$ cat src/scp_pkg.sv
// Shared types and codes for the size-class pool allocator.
// No dependencies; the files that use this package refer to it by scoped names.
`default_nettype none
package scp_pkg;

	localparam logic [1:0] ST_OK   = 2'd0;
	localparam logic [1:0] ST_NULL = 2'd1;
	localparam logic [1:0] ST_BULK = 2'd2;
	localparam logic [1:0] ST_OOM  = 2'd3;

	// command kinds from the front part
	localparam logic [1:0] K_NULL  = 2'd0;
	localparam logic [1:0] K_BIG   = 2'd1;
	localparam logic [1:0] K_ALLOC = 2'd2;
	localparam logic [1:0] K_FREE  = 2'd3;

	localparam logic [3:0] MIN_CLASS   = 4'd5;
	localparam logic [3:0] MAX_CLASS   = 4'd12;
	localparam logic [3:0] FIRST_PAGES = 4'd13;
	localparam logic [31:0] POOL_LIMIT  = 32'd4088;
	localparam logic [31:0] USER_OFFSET = 32'd8;

	typedef struct packed {
		logic [1:0]  kind;
		logic [3:0]  cls;
		logic [19:0] page;
		logic        in_range;
		logic [6:0]  slot;
	} cmd_t;

endpackage
`default_nettype wire

$ cat src/scp_fifo.sv
// Two-entry command queue between the front and back parts.
// Depends on scp_pkg.
`default_nettype none
module scp_fifo (
	input  wire logic          clk,
	input  wire logic          arst_n,
	input  wire logic          push,
	input  wire scp_pkg::cmd_t wdata,
	input  wire logic          pop,
	output logic               full,
	output logic               nonempty,
	output scp_pkg::cmd_t      rdata
);
	scp_pkg::cmd_t mem_q [2];
	logic       wp_q;
	logic       rp_q;
	logic [1:0] cnt_q;

	always_ff @(posedge clk or negedge arst_n) begin
		if (!arst_n) begin
			wp_q <= 1'b0;
			rp_q <= 1'b0;
			cnt_q <= '0;
		end else begin
			if (push) wp_q <= !wp_q;
			if (pop) rp_q <= !rp_q;
			cnt_q <= cnt_q + 2'(push) - 2'(pop);
		end
	end

	always_ff @(posedge clk) begin
		if (push) mem_q[wp_q] <= wdata;
	end

	assign full = cnt_q[1];
	assign nonempty = (cnt_q != '0);
	assign rdata = mem_q[rp_q];
endmodule
`default_nettype wire

$ cat config.mk
export PLATFORM = sky130hd
export DESIGN_NAME = scp_fifo
export DESIGN_NICKNAME = d
export VERILOG_FILES = /design/src/scp_pkg.sv /design/src/scp_fifo.sv
export SDC_FILE = /design/constraint.sdc
export NUM_CORES = 1
export LEC_CHECK = 0
export CORE_MARGIN = 1
export CORE_UTILIZATION = 48
export CTS_CLUSTER_DIAMETER = 120
export CTS_CLUSTER_SIZE = 8
export DETAILED_ROUTE_END_ITERATION = 6
export DONT_BUFFER_PORTS = 1
export GPL_TIMING_DRIVEN = 0
export PLACE_DENSITY = 0.71
export SETUP_SLACK_MARGIN = 0.4
export SKIP_LAST_GASP = 1
export SLEW_MARGIN = 40
export SYNTH_ARGS = -nofsm -noshare
export SYNTH_HDL_FRONTEND = slang
export SYNTH_SLANG_ARGS = --single-unit
$ cat constraint.sdc
create_clock -name clk -period 6.7 [get_ports clk]
set_clock_uncertainty 0.2 [all_clocks]
set_input_delay 0 -clock clk [delete_from_list [all_inputs] [get_ports clk]]
set_output_delay 0 -clock clk [all_outputs]
set_load 0.02 [all_outputs]
==> run_results.csv <==
group,metric,value,unit
run,maxCapViolCount,0,
synthesis,synthAdderAreaFrac,0.008945,
sta,fin_ws,5058,ps
global_routing,grt_max_degree,23,
clock_tree,clk_latency,330,ps
placement,gp_congestion,0.6037,
layout,finalNonFillerCells,248,
synthesis,synth_compound_area_frac,0,
synthesis,syn_area,2798,sq um
global_routing,overflow,0,
clock_tree,cts_root_buf,"clkbuf_8",
synthesis,avgSynthCellArea,23.31,sq um
power,ir_worst_vdd,0.2168,mV
placement,placed_area,2952,sq um
synthesis,synthTopCellsByCount,"68 x edfxtp_1, 29 x mux2_4, 5 x mux2_2",
sta,min_period,1642,ps
layout,regArea,2142,sq um
floorplan,rows,27,
synthesis,post-synth-top-area-fraction,0.7299,
worst_setup_path,cp_cell_sequence,"nor2b_4 -> buf_16",
floorplan,start_util,0.5019,
layout,multi_input_area,585.6,sq um
clock_tree,cts_buffers,9,
drt,drc,0,
synthesis,synth.largest_area_cell,"edfxtp_1",
floorplan,coreArea,5574,sq um
worst_setup_path,start_kind,"register",
synthesis,synth.distinct_cells,13,
floorplan,die_x,78.35,um
synthesis,synth_edf_count,68,
worst_hold_path,hold_path.class,"in2reg",
clock_tree,clockBufferDepth,2,
clock_tree,h-tree-depth,3,
sta,fmax,608.9,MHz
worst_setup_path,critPathKind,"reg2reg",
global_routing,grt_pass1_wl,6824,um
worst_setup_path,max_stage_delay,470,ps
worst_setup_path,critPathTopFamily,"simple AND/OR/NAND/NOR gates",
drt,antenna_left,0,
worst_setup_path,cp.arrival,1480,ps
clock_tree,cts_tree,"done",
worst_setup_path,critPathMaxFanout,20,
sta,hold_viol_final,0,
sta,relSlewSlack,0.6454,
placement,dp_hpwl,2808,um
drt,drt_iter0_drc,29,
drt,finalWirelength,4436,um
drt,vias,1238,
global_routing,grt_usage,0.1591,
clock_tree,cts_resized,0,
synthesis,yosysSeqAreaShare,0.7657,
layout,final_layout_size_suffix_gt1_frac,0.3068,
sta,setup_viol,0,
floorplan,die_y,78.35,um
worst_setup_path,crit_required,6540,ps
floorplan,ios,74,
synthesis,synth_mux_area_frac,0.1758,
synthesis,synthArstFlopShare,0.05556,
layout,syn_to_final_growth,25.45,%
placement,port-buffer-count,0,
sta,worst_pin_slew,530.8,ps
placement,numPlacedInstances,194,
synthesis,synth_nets,160,
placement,pre_cts_ws,5071,ps
clock_tree,numClockSinks,72,
layout,nets,211,
synthesis,yosysMostFrequentCell,"edfxtp_1",
synthesis,yosys_warnings,0,
worst_setup_path,cp_num_buf_inv,1,
layout,fin_area,3510,sq um
clock_tree,post_cts_buffers,0,
synthesis,yosys.area_share.xor_xnor,0.01476,
sta,report.final.slew_viol_count,0,
sta,setup_tns,0,ps
global_routing,antenna_found_initial,0,
layout,fin_util,0.6296,
drt,via_per_inst,4.992,
clock_tree,clkSlewWorstSetupHoldPaths,70,ps
synthesis,synth_top_family_by_area,"multiplexers",
drt,dr.pass1.iters,4,
synthesis,synth_ff_type,"edfxtp_1",
worst_setup_path,crit_path_end_kind,"register",
clock_tree,cts_hold_buf,38,
layout,fill_cells,397,
global_routing,grt_pass1_vias,1369,
synthesis,synth.area.top_cells,"edfxtp_1 73%, mux2_4 16%, dfrtp_1 3.6%",
worst_setup_path,cp_slowest_cell,"nor2b_4",
sta,rsz0062_at_grt,"no",
power,leakage,1.313,nW
sta,min_period_over_period,0.2451,
floorplan,dieArea,6138,sq um
layout,antenna_cells,0,
drt,wl_per_cell,17.89,um
synthesis,yosys.area_share.simple,0.006708,
power,powerDensity,415.9,nW/um^2
run_status,status,"finished clean",
synthesis,synth_seq_cells,72,
synthesis,postSynthCellCount,120,
==> cells in the final DEF (no fill, tap or decap) <==
cell	n
clkinv_1	4
clkbuf_1	1
xor2_1	2
bufinv_16	1
dlygate4sd3_1	38
and2_2	1
or2_2	1
nor2b_4	1
inv_1	2
edfxtp_1	68
xor3_1	1
clkinv_2	1
buf_16	2
clkbuf_8	9
buf_12	3
mux2_2	5
mux2_4	29
ha_1	2
buf_6	1
dfrtp_1	4
==> through the flow <==
step	hold WS (ps)	total power [mW]
floorplan	-495.6	1.062
global placement	-495.5	1.110
detailed placement	-495.5	1.144
CTS	101.3	1.472
global route	109.7	1.522
finish	123.0	1.460
==> report_power, final <==
group          total (mW)  switching, mW  internal, mW
clock network       0.307          0.140         0.166
registers           0.635         0.0354         0.599
logic               0.518          0.278         0.240
==> worst reg2reg max path, stage by stage, from the launching register on <==
cell     delay, ps
dfrtp_1        440
nor2b_4        470
buf_16         230
==> flip-flops by register name (all words and copies together) (netlist names) <==
name	flops
rp_q	1
cnt_q	2
mem_q	68
wp_q	1
==> routing by layer <==
metal  track usage  share of wire
met3       0.05116          0.058
met5             0              0
met4        0.1000          0.025
met2        0.2833           0.54
met1        0.1597           0.38
==> final timing paths <==
| path | startpoint | end | slack [ps] | depth (start not counted) |
|---|---|---|---|---|
| max | wp_q$_DFFE_PN0P_ | mem_q[0][13]$_DFFE_PP_ | 5060 | 2 |
| min | wdata[15] | mem_q[1][15]$_DFFE_PP_ | 120 | 1 |
| max reg2reg | wp_q$_DFFE_PN0P_ | mem_q[0][13]$_DFFE_PP_ | 5060 | 2 |
| min reg2reg | wp_q$_DFFE_PN0P_ | wp_q$_DFFE_PN0P_ | 410 | 1 |
| max in group asynchronous | arst_n | rp_q$_DFFE_PN0P_ | 5850 | 2 |
| min in group asynchronous | arst_n | cnt_q[0]$_DFF_PN0_ | 280 | 2 |
==> logic make-up after synthesis <==
kind of cell	after synthesis
flops	72
mux	34
buf+inv	6
xor+xnor	3
simple gates	3
fa+ha+maj	2
==> cell type report <==
| type | instances | area share |
|---|---|---|
| flip-flops and latches | 72 | 0.6103 |
| multi-input cells | 42 | 0.1668 |
| repair buffers | 40 | 0.1241 |
| clock buffers | 10 | 0.03636 |
| well taps | 72 | 0.02567 |
| plain buffers | 4 | 0.02032 |
| clock inverters | 6 | 0.01426 |
| inverters | 2 | 0.002139 |
No activity file was read; power rests on OpenSTA's default activity.
