===== src/scp_pkg.sv =====
// Shared types and codes for the size-class pool allocator.
// No dependencies; the files that use this package refer to it by scoped names.
`default_nettype none
package scp_pkg;

	localparam logic [1:0] ST_OK   = 2'd0;
	localparam logic [1:0] ST_NULL = 2'd1;
	localparam logic [1:0] ST_BULK = 2'd2;
	localparam logic [1:0] ST_OOM  = 2'd3;

	// command kinds from the front part
	localparam logic [1:0] K_NULL  = 2'd0;
	localparam logic [1:0] K_BIG   = 2'd1;
	localparam logic [1:0] K_ALLOC = 2'd2;
	localparam logic [1:0] K_FREE  = 2'd3;

	localparam logic [3:0] MIN_CLASS   = 4'd5;
	localparam logic [3:0] MAX_CLASS   = 4'd12;
	localparam logic [3:0] FIRST_PAGES = 4'd13;
	localparam logic [31:0] POOL_LIMIT  = 32'd4088;
	localparam logic [31:0] USER_OFFSET = 32'd8;

	typedef struct packed {
		logic [1:0]  kind;
		logic [3:0]  cls;
		logic [19:0] page;
		logic        in_range;
		logic [6:0]  slot;
	} cmd_t;

endpackage
`default_nettype wire


===== src/scp_req_if.sv =====
// Request channel: valid/ready plus one request word.
// Depends on nothing.
`default_nettype none
interface scp_req_if;
	logic        valid;
	logic        ready;
	logic        action;
	logic [31:0] request_size;
	logic [31:0] user_address;
	modport source (output valid, action, request_size, user_address, input ready);
	modport sink (input valid, action, request_size, user_address, output ready);
endinterface
`default_nettype wire


===== src/scp_cfg_if.sv =====
// Configuration write channel for the heap base register.
// Depends on nothing.
`default_nettype none
interface scp_cfg_if;
	logic        valid;
	logic        ready;
	logic [31:0] data;
	modport source (output valid, data, input ready);
	modport sink (input valid, data, output ready);
endinterface
`default_nettype wire


===== src/scp_front.sv =====
// Front part: holds heap_base, accepts requests and classifies them into commands.
// Depends on scp_pkg and the request/config interfaces.
`default_nettype none
module scp_front #(
	parameter int PAGES = 64
) (
	input  wire logic          clk,
	input  wire logic          arst_n,
	scp_req_if.sink            req,
	scp_cfg_if.sink            cfg,
	input  wire logic          q_full,
	output logic               q_push,
	output scp_pkg::cmd_t      q_data,
	output logic [31:0]        heap_base
);
	logic [31:0] heap_base_q;
	logic [31:0] size_p7;
	logic [31:0] rel;
	logic [3:0]  cls;

	always_ff @(posedge clk or negedge arst_n) begin
		if (!arst_n) begin
			heap_base_q <= '0;
		end else if (cfg.valid) begin
			heap_base_q <= cfg.data;
		end
	end

	assign cfg.ready = 1'b1;
	assign heap_base = heap_base_q;
	assign req.ready = !q_full;
	assign q_push = req.valid && !q_full;

	assign size_p7 = req.request_size + 32'd7;
	assign rel = req.user_address - scp_pkg::USER_OFFSET - heap_base_q;

	// bit length of size+7, floor at the smallest class
	always_comb begin
		cls = scp_pkg::MIN_CLASS;
		for (int b = 5; b < 12; b++) begin
			if (size_p7[b]) cls = 4'(b + 1);
		end
		if (req.request_size <= 32'd8) cls = scp_pkg::MIN_CLASS;
	end

	always_comb begin
		q_data.cls = '0;
		q_data.page = rel[31:12];
		q_data.in_range = ({12'd0, rel[31:12]} < 32'(PAGES));
		q_data.slot = rel[11:5];
		if (req.action) begin
			q_data.kind = (req.user_address == '0) ? scp_pkg::K_FREE : scp_pkg::K_FREE;
			if (req.user_address == '0) q_data.kind = scp_pkg::K_NULL;
		end else if (req.request_size == '0) begin
			q_data.kind = scp_pkg::K_NULL;
		end else if (req.request_size > scp_pkg::POOL_LIMIT) begin
			q_data.kind = scp_pkg::K_BIG;
		end else begin
			q_data.kind = scp_pkg::K_ALLOC;
			q_data.cls = cls;
		end
	end
endmodule
`default_nettype wire


===== src/flat_wrapper.sv =====
// flat-port wrapper written by rule: the top's interface ports become plain ports
module scp_front_flat 
#(
	parameter int PAGES = 64
)
  (clk, arst_n, q_full, q_push, q_data, heap_base, req_valid, req_action, req_request_size, req_user_address, req_ready, cfg_valid, cfg_data, cfg_ready);
  scp_req_if req_i ();
  scp_cfg_if cfg_i ();
  input  wire logic clk;
  input  wire logic arst_n;
  input  wire logic q_full;
  output logic q_push;
  output scp_pkg::cmd_t q_data;
  output logic [31:0] heap_base;
  input wire logic [$bits(req_i.valid)-1:0] req_valid;
  input wire logic [$bits(req_i.action)-1:0] req_action;
  input wire logic [$bits(req_i.request_size)-1:0] req_request_size;
  input wire logic [$bits(req_i.user_address)-1:0] req_user_address;
  output wire logic [$bits(req_i.ready)-1:0] req_ready;
  input wire logic [$bits(cfg_i.valid)-1:0] cfg_valid;
  input wire logic [$bits(cfg_i.data)-1:0] cfg_data;
  output wire logic [$bits(cfg_i.ready)-1:0] cfg_ready;
  assign req_i.valid = req_valid;
  assign req_i.action = req_action;
  assign req_i.request_size = req_request_size;
  assign req_i.user_address = req_user_address;
  assign req_ready = req_i.ready;
  assign cfg_i.valid = cfg_valid;
  assign cfg_i.data = cfg_data;
  assign cfg_ready = cfg_i.ready;
  scp_front #(.PAGES(PAGES)) u_core (.clk(clk), .arst_n(arst_n), .req(req_i), .cfg(cfg_i), .q_full(q_full), .q_push(q_push), .q_data(q_data), .heap_base(heap_base));
endmodule

===== config.mk =====
export PLATFORM = sky130hd
export DESIGN_NAME = scp_front_flat
export DESIGN_NICKNAME = d
export VERILOG_FILES = /design/src/scp_pkg.sv /design/src/scp_req_if.sv /design/src/scp_cfg_if.sv /design/src/scp_front.sv /design/src/flat_wrapper.sv
export SDC_FILE = /design/constraint.sdc
export NUM_CORES = 1
export LEC_CHECK = 0
export ABC_AREA = 1
export BUFFER_PORTS_ARGS = -buffer_cell sky130_fd_sc_hd__buf_2
export CAP_MARGIN = 20
export CORE_UTILIZATION = 55
export DETAILED_ROUTE_END_ITERATION = 8
export PLACE_DENSITY = 0.94
export RECOVER_POWER = 25
export SKIP_LAST_GASP = 1
export SLEW_MARGIN = 25
export SYNTH_ARGS = -nofsm -noshare
export SYNTH_HDL_FRONTEND = slang
export SYNTH_SLANG_ARGS = --single-unit

===== constraint.sdc =====
create_clock -name clk -period 3.85 [get_ports clk]
set_input_delay 0.5775 -clock clk [delete_from_list [all_inputs] [get_ports clk]]
set_output_delay 0.5775 -clock clk [all_outputs]
set_load 0.005 [all_outputs]

==> flow_summary.json <==
{
  "synth_edf_count": 0,
  "maxSlewHeadroom_pct": -17.9,
  "combPwrFrac_pct": 66.1,
  "multi_input_area_um2": 3040,
  "fp.dieArea_um2": 8780,
  "synth.most_common_cell": "nand2_1",
  "grt_setup_unrepaired": "false",
  "hold_buffers": 0,
  "synth_top_area_share_pct": 18.2,
  "initial_core_util_pct": 56.6,
  "wl_per_cell_um": 12.8,
  "largest_register_ffs": 32,
  "ir_drop_mv": 0.275,
  "htreeDepth": 2,
  "ys_seq_area_share_pct": 17.3,
  "pin_count": 171,
  "gr-total-overflow": 0,
  "num_antenna_cells": 0,
  "fin_nets": 1088,
  "skew_ns": 0,
  "utilization_pct": 69.3,
  "switching_power_mw": 0.955,
  "synth_common_cells": "224 x nand2_1, 196 x inv_1, 62 x nor2_1",
  "hpwl_mm": 11.6,
  "async_flop_share_pct": 100,
  "p_seq_share_pct": 20.3,
  "p_per_area_nw_per_um2": 346,
  "synth_top_cell_by_area": "nand2_1",
  "total_power_mw": 1.96,
  "post_cts_resized": 0,
  "drv_cap": 2,
  "clock-root-buffer": "clkbuf_8",
  "via_count": 5249,
  "synth.distinct_cells": 34,
  "grt_start_max_net_pins": 35,
  "synth_fp_nets": 917,
  "yosysWarnings": 0,
  "antenna_left": 0,
  "cts.sinks": 32,
  "num_rows": 33,
  "fin_setup_tns_ns": 0,
  "crit_fanout": 5,
  "fmax_mhz": 292,
  "clk-insertion-delay-late_ns": 0.29,
  "slew_violations": 68,
  "clkPwrFrac_pct": 13.6,
  "post_cts_buffers": 0,
  "drive_gt1_share_pct": 24.7,
  "critPathArrivalTime_ns": 2.85,
  "layout_worst_path_cycle_share_pct": 89.1,
  "swShare_pct": 48.8,
  "syn_inst": 756,
  "critPathKind": "in2out",
  "grt_util_all_layers_pct": 31.8,
  "synth_seq_cells": 32,
  "status": "finished, violations left",
  "fp.dieH_um": 93.7,
  "ys.flop_type": "dfrtp_1",
  "drtIter0Drc": 359,
  "hold_path_class": "in2reg",
  "grt_pass1_vias": 4980,
  "grt_first_pass_wirelength_mm": 21.9,
  "avgSynthCellArea_um2": 6.12,
  "cp-start-kind": "input port",
  "post-route-min-period_ns": 3.43,
  "finalHoldViolCount": 0,
  "core-area_um2": 8180,
  "p_leak_nw": 3.53,
  "clk_pin_slew_ns": 0.07,
  "antenna_found_initial": 0,
  "post_synth_main_area_contributors": "nand2_1 18%, dfrtp_1 17%, ha_1 16%, inv_1 16%, mux2_2 7.3%",
  "clockBufferDepth": 2,
  "seqCellArea_um2": 801,
  "crit_required_ns": 3.27,
  "viasPerCell": 5.08,
  "max_slew.worst_pin.slew_ns": 1.77,
  "place_congestion": 0.992,
  "fill_cells": 723,
  "cts_tree": "yes",
  "numCtsBuffers": 5,
  "wirelength_mm": 13.3,
  "firstDrtPassIters": 5,
  "endpoint_kind": "primary output",
  "violations": "max-capacitance violations, max-slew violations",
  "port_buffers": 169,
  "setup_viol_count_final": 0,
  "syn2layout_area_growth_pct": 22.5,
  "drc": 0,
  "p_int_mw": 1.00,
  "netlist_area_um2": 4630,
  "dieWidth_um": 93.7
}
## power groups by stage
stage               clock [mW]  combinational [mW]  sequential [mW]
detailed placement           0                1.27            0.404
global placement             0                1.25            0.402
CTS                      0.276                1.28            0.398
global route             0.286                1.46            0.403
finish                   0.266                1.29            0.398
floorplan                    0               0.817            0.402
## worst max-delay path: stages
cell and delay [ns]:
buf_2 0.09, inv_1 0.04, ha_1 0.26, inv_1 0.04, ha_1 0.39, nand2_1 0.13
nor2_1 0.22, nand2_1 0.10, nor2_1 0.11, nand2_1 0.10, nand3_1 0.09, nand2_1 0.06
nand2_1 0.14, nand2_1 0.07, nor2_1 0.11, nand3_1 0.10, nor2_1 0.09, buf_2 0.11
## worst paths after layout
path / start / end / cells after the start / slack, ns
max: req_user_address[22] / q_data[7] / 18 / 0.42
min: cfg_data[1] / u_core.heap_base[1]$_DFFE_PN0P_ / 3 / 0.50
max reg2reg: u_core.heap_base[23]$_DFFE_PN0P_ / u_core.heap_base[23]$_DFFE_PN0P_ / 1 / 3.03
min reg2reg: u_core.heap_base[24]$_DFFE_PN0P_ / u_core.heap_base[24]$_DFFE_PN0P_ / 1 / 0.54
max in group asynchronous: arst_n / u_core.heap_base[0]$_DFFE_PN0P_ / 1 / 2.11
min in group asynchronous: arst_n / u_core.heap_base[19]$_DFFE_PN0P_ / 1 / 0.74
## final cells by class
| type | instances | share of cell area, % |
|---|---|---|
| clock buffers | 6 | 1.28 |
| clock inverters | 2 | 0.287 |
| well taps | 105 | 2.32 |
| flip-flops and latches | 32 | 14.1 |
| inverters | 203 | 13.4 |
| multi-input cells | 516 | 53.7 |
| repair buffers | 169 | 14.9 |
## through the flow
step | instance area [um2] | hold WS, ns | worst slack (ns) | instances
6_report | 5670 | 0.503 | 0.422 | 1033
5_1_grt | 5670 | 0.511 | 0.178 | 1033
4_1_cts | 5670 | 0.364 | 0.449 | 1033
3_5_place_dp | 5580 | 0.525 | 0.459 | 1025
3_3_place_gp | 5580 | 0.522 | 0.463 | 1025
2_1_floorplan | 4630 | 0.282 | 1.02 | 756
## logic make-up (layout without fill, tap and decap cells)
logic type | count (synthesis) | count (layout) | share of synthesized area [%]
AND/OR/NAND/NOR | 366 | 366 | 33.8
multiplexers | 30 | 30 | 7.30
buffers and inverters | 208 | 380 | 17.0
flip-flops | 32 | 32 | 17.3
AO/OA/AOI/OAI | 42 | 42 | 5.19
adder cells (fa/ha/maj) | 59 | 59 | 16.0
other | 1 | 1 | 0.0811
XOR/XNOR | 18 | 18 | 3.41
## routing by layer
layer  up-vias  global-route usage [%]  share of wire (%)
li1       2647                       -                  -
met5         -                       0                  0
met4         0                    10.1                2.4
met1      2360                    39.6                 43
met2       212                    55.8                 47
met3        30                    5.02                7.9
## cell usage in the layout (no fill, tap or decap), drive strengths merged, types with 2 or more instances in the layout
cell,n
nor2,72
nand3b,4
nand2,230
o21ai,8
xnor2,2
inv,200
a21oi,22
nand3,32
buf,167
ha,59
o21bai,3
a31oi,2
nor4,9
clkinv,4
nor3,5
dfrtp,32
nand4,13
xor2,16
clkbuf,8
mux2,30
o21a,2
Power figures use the tool's default switching activity.
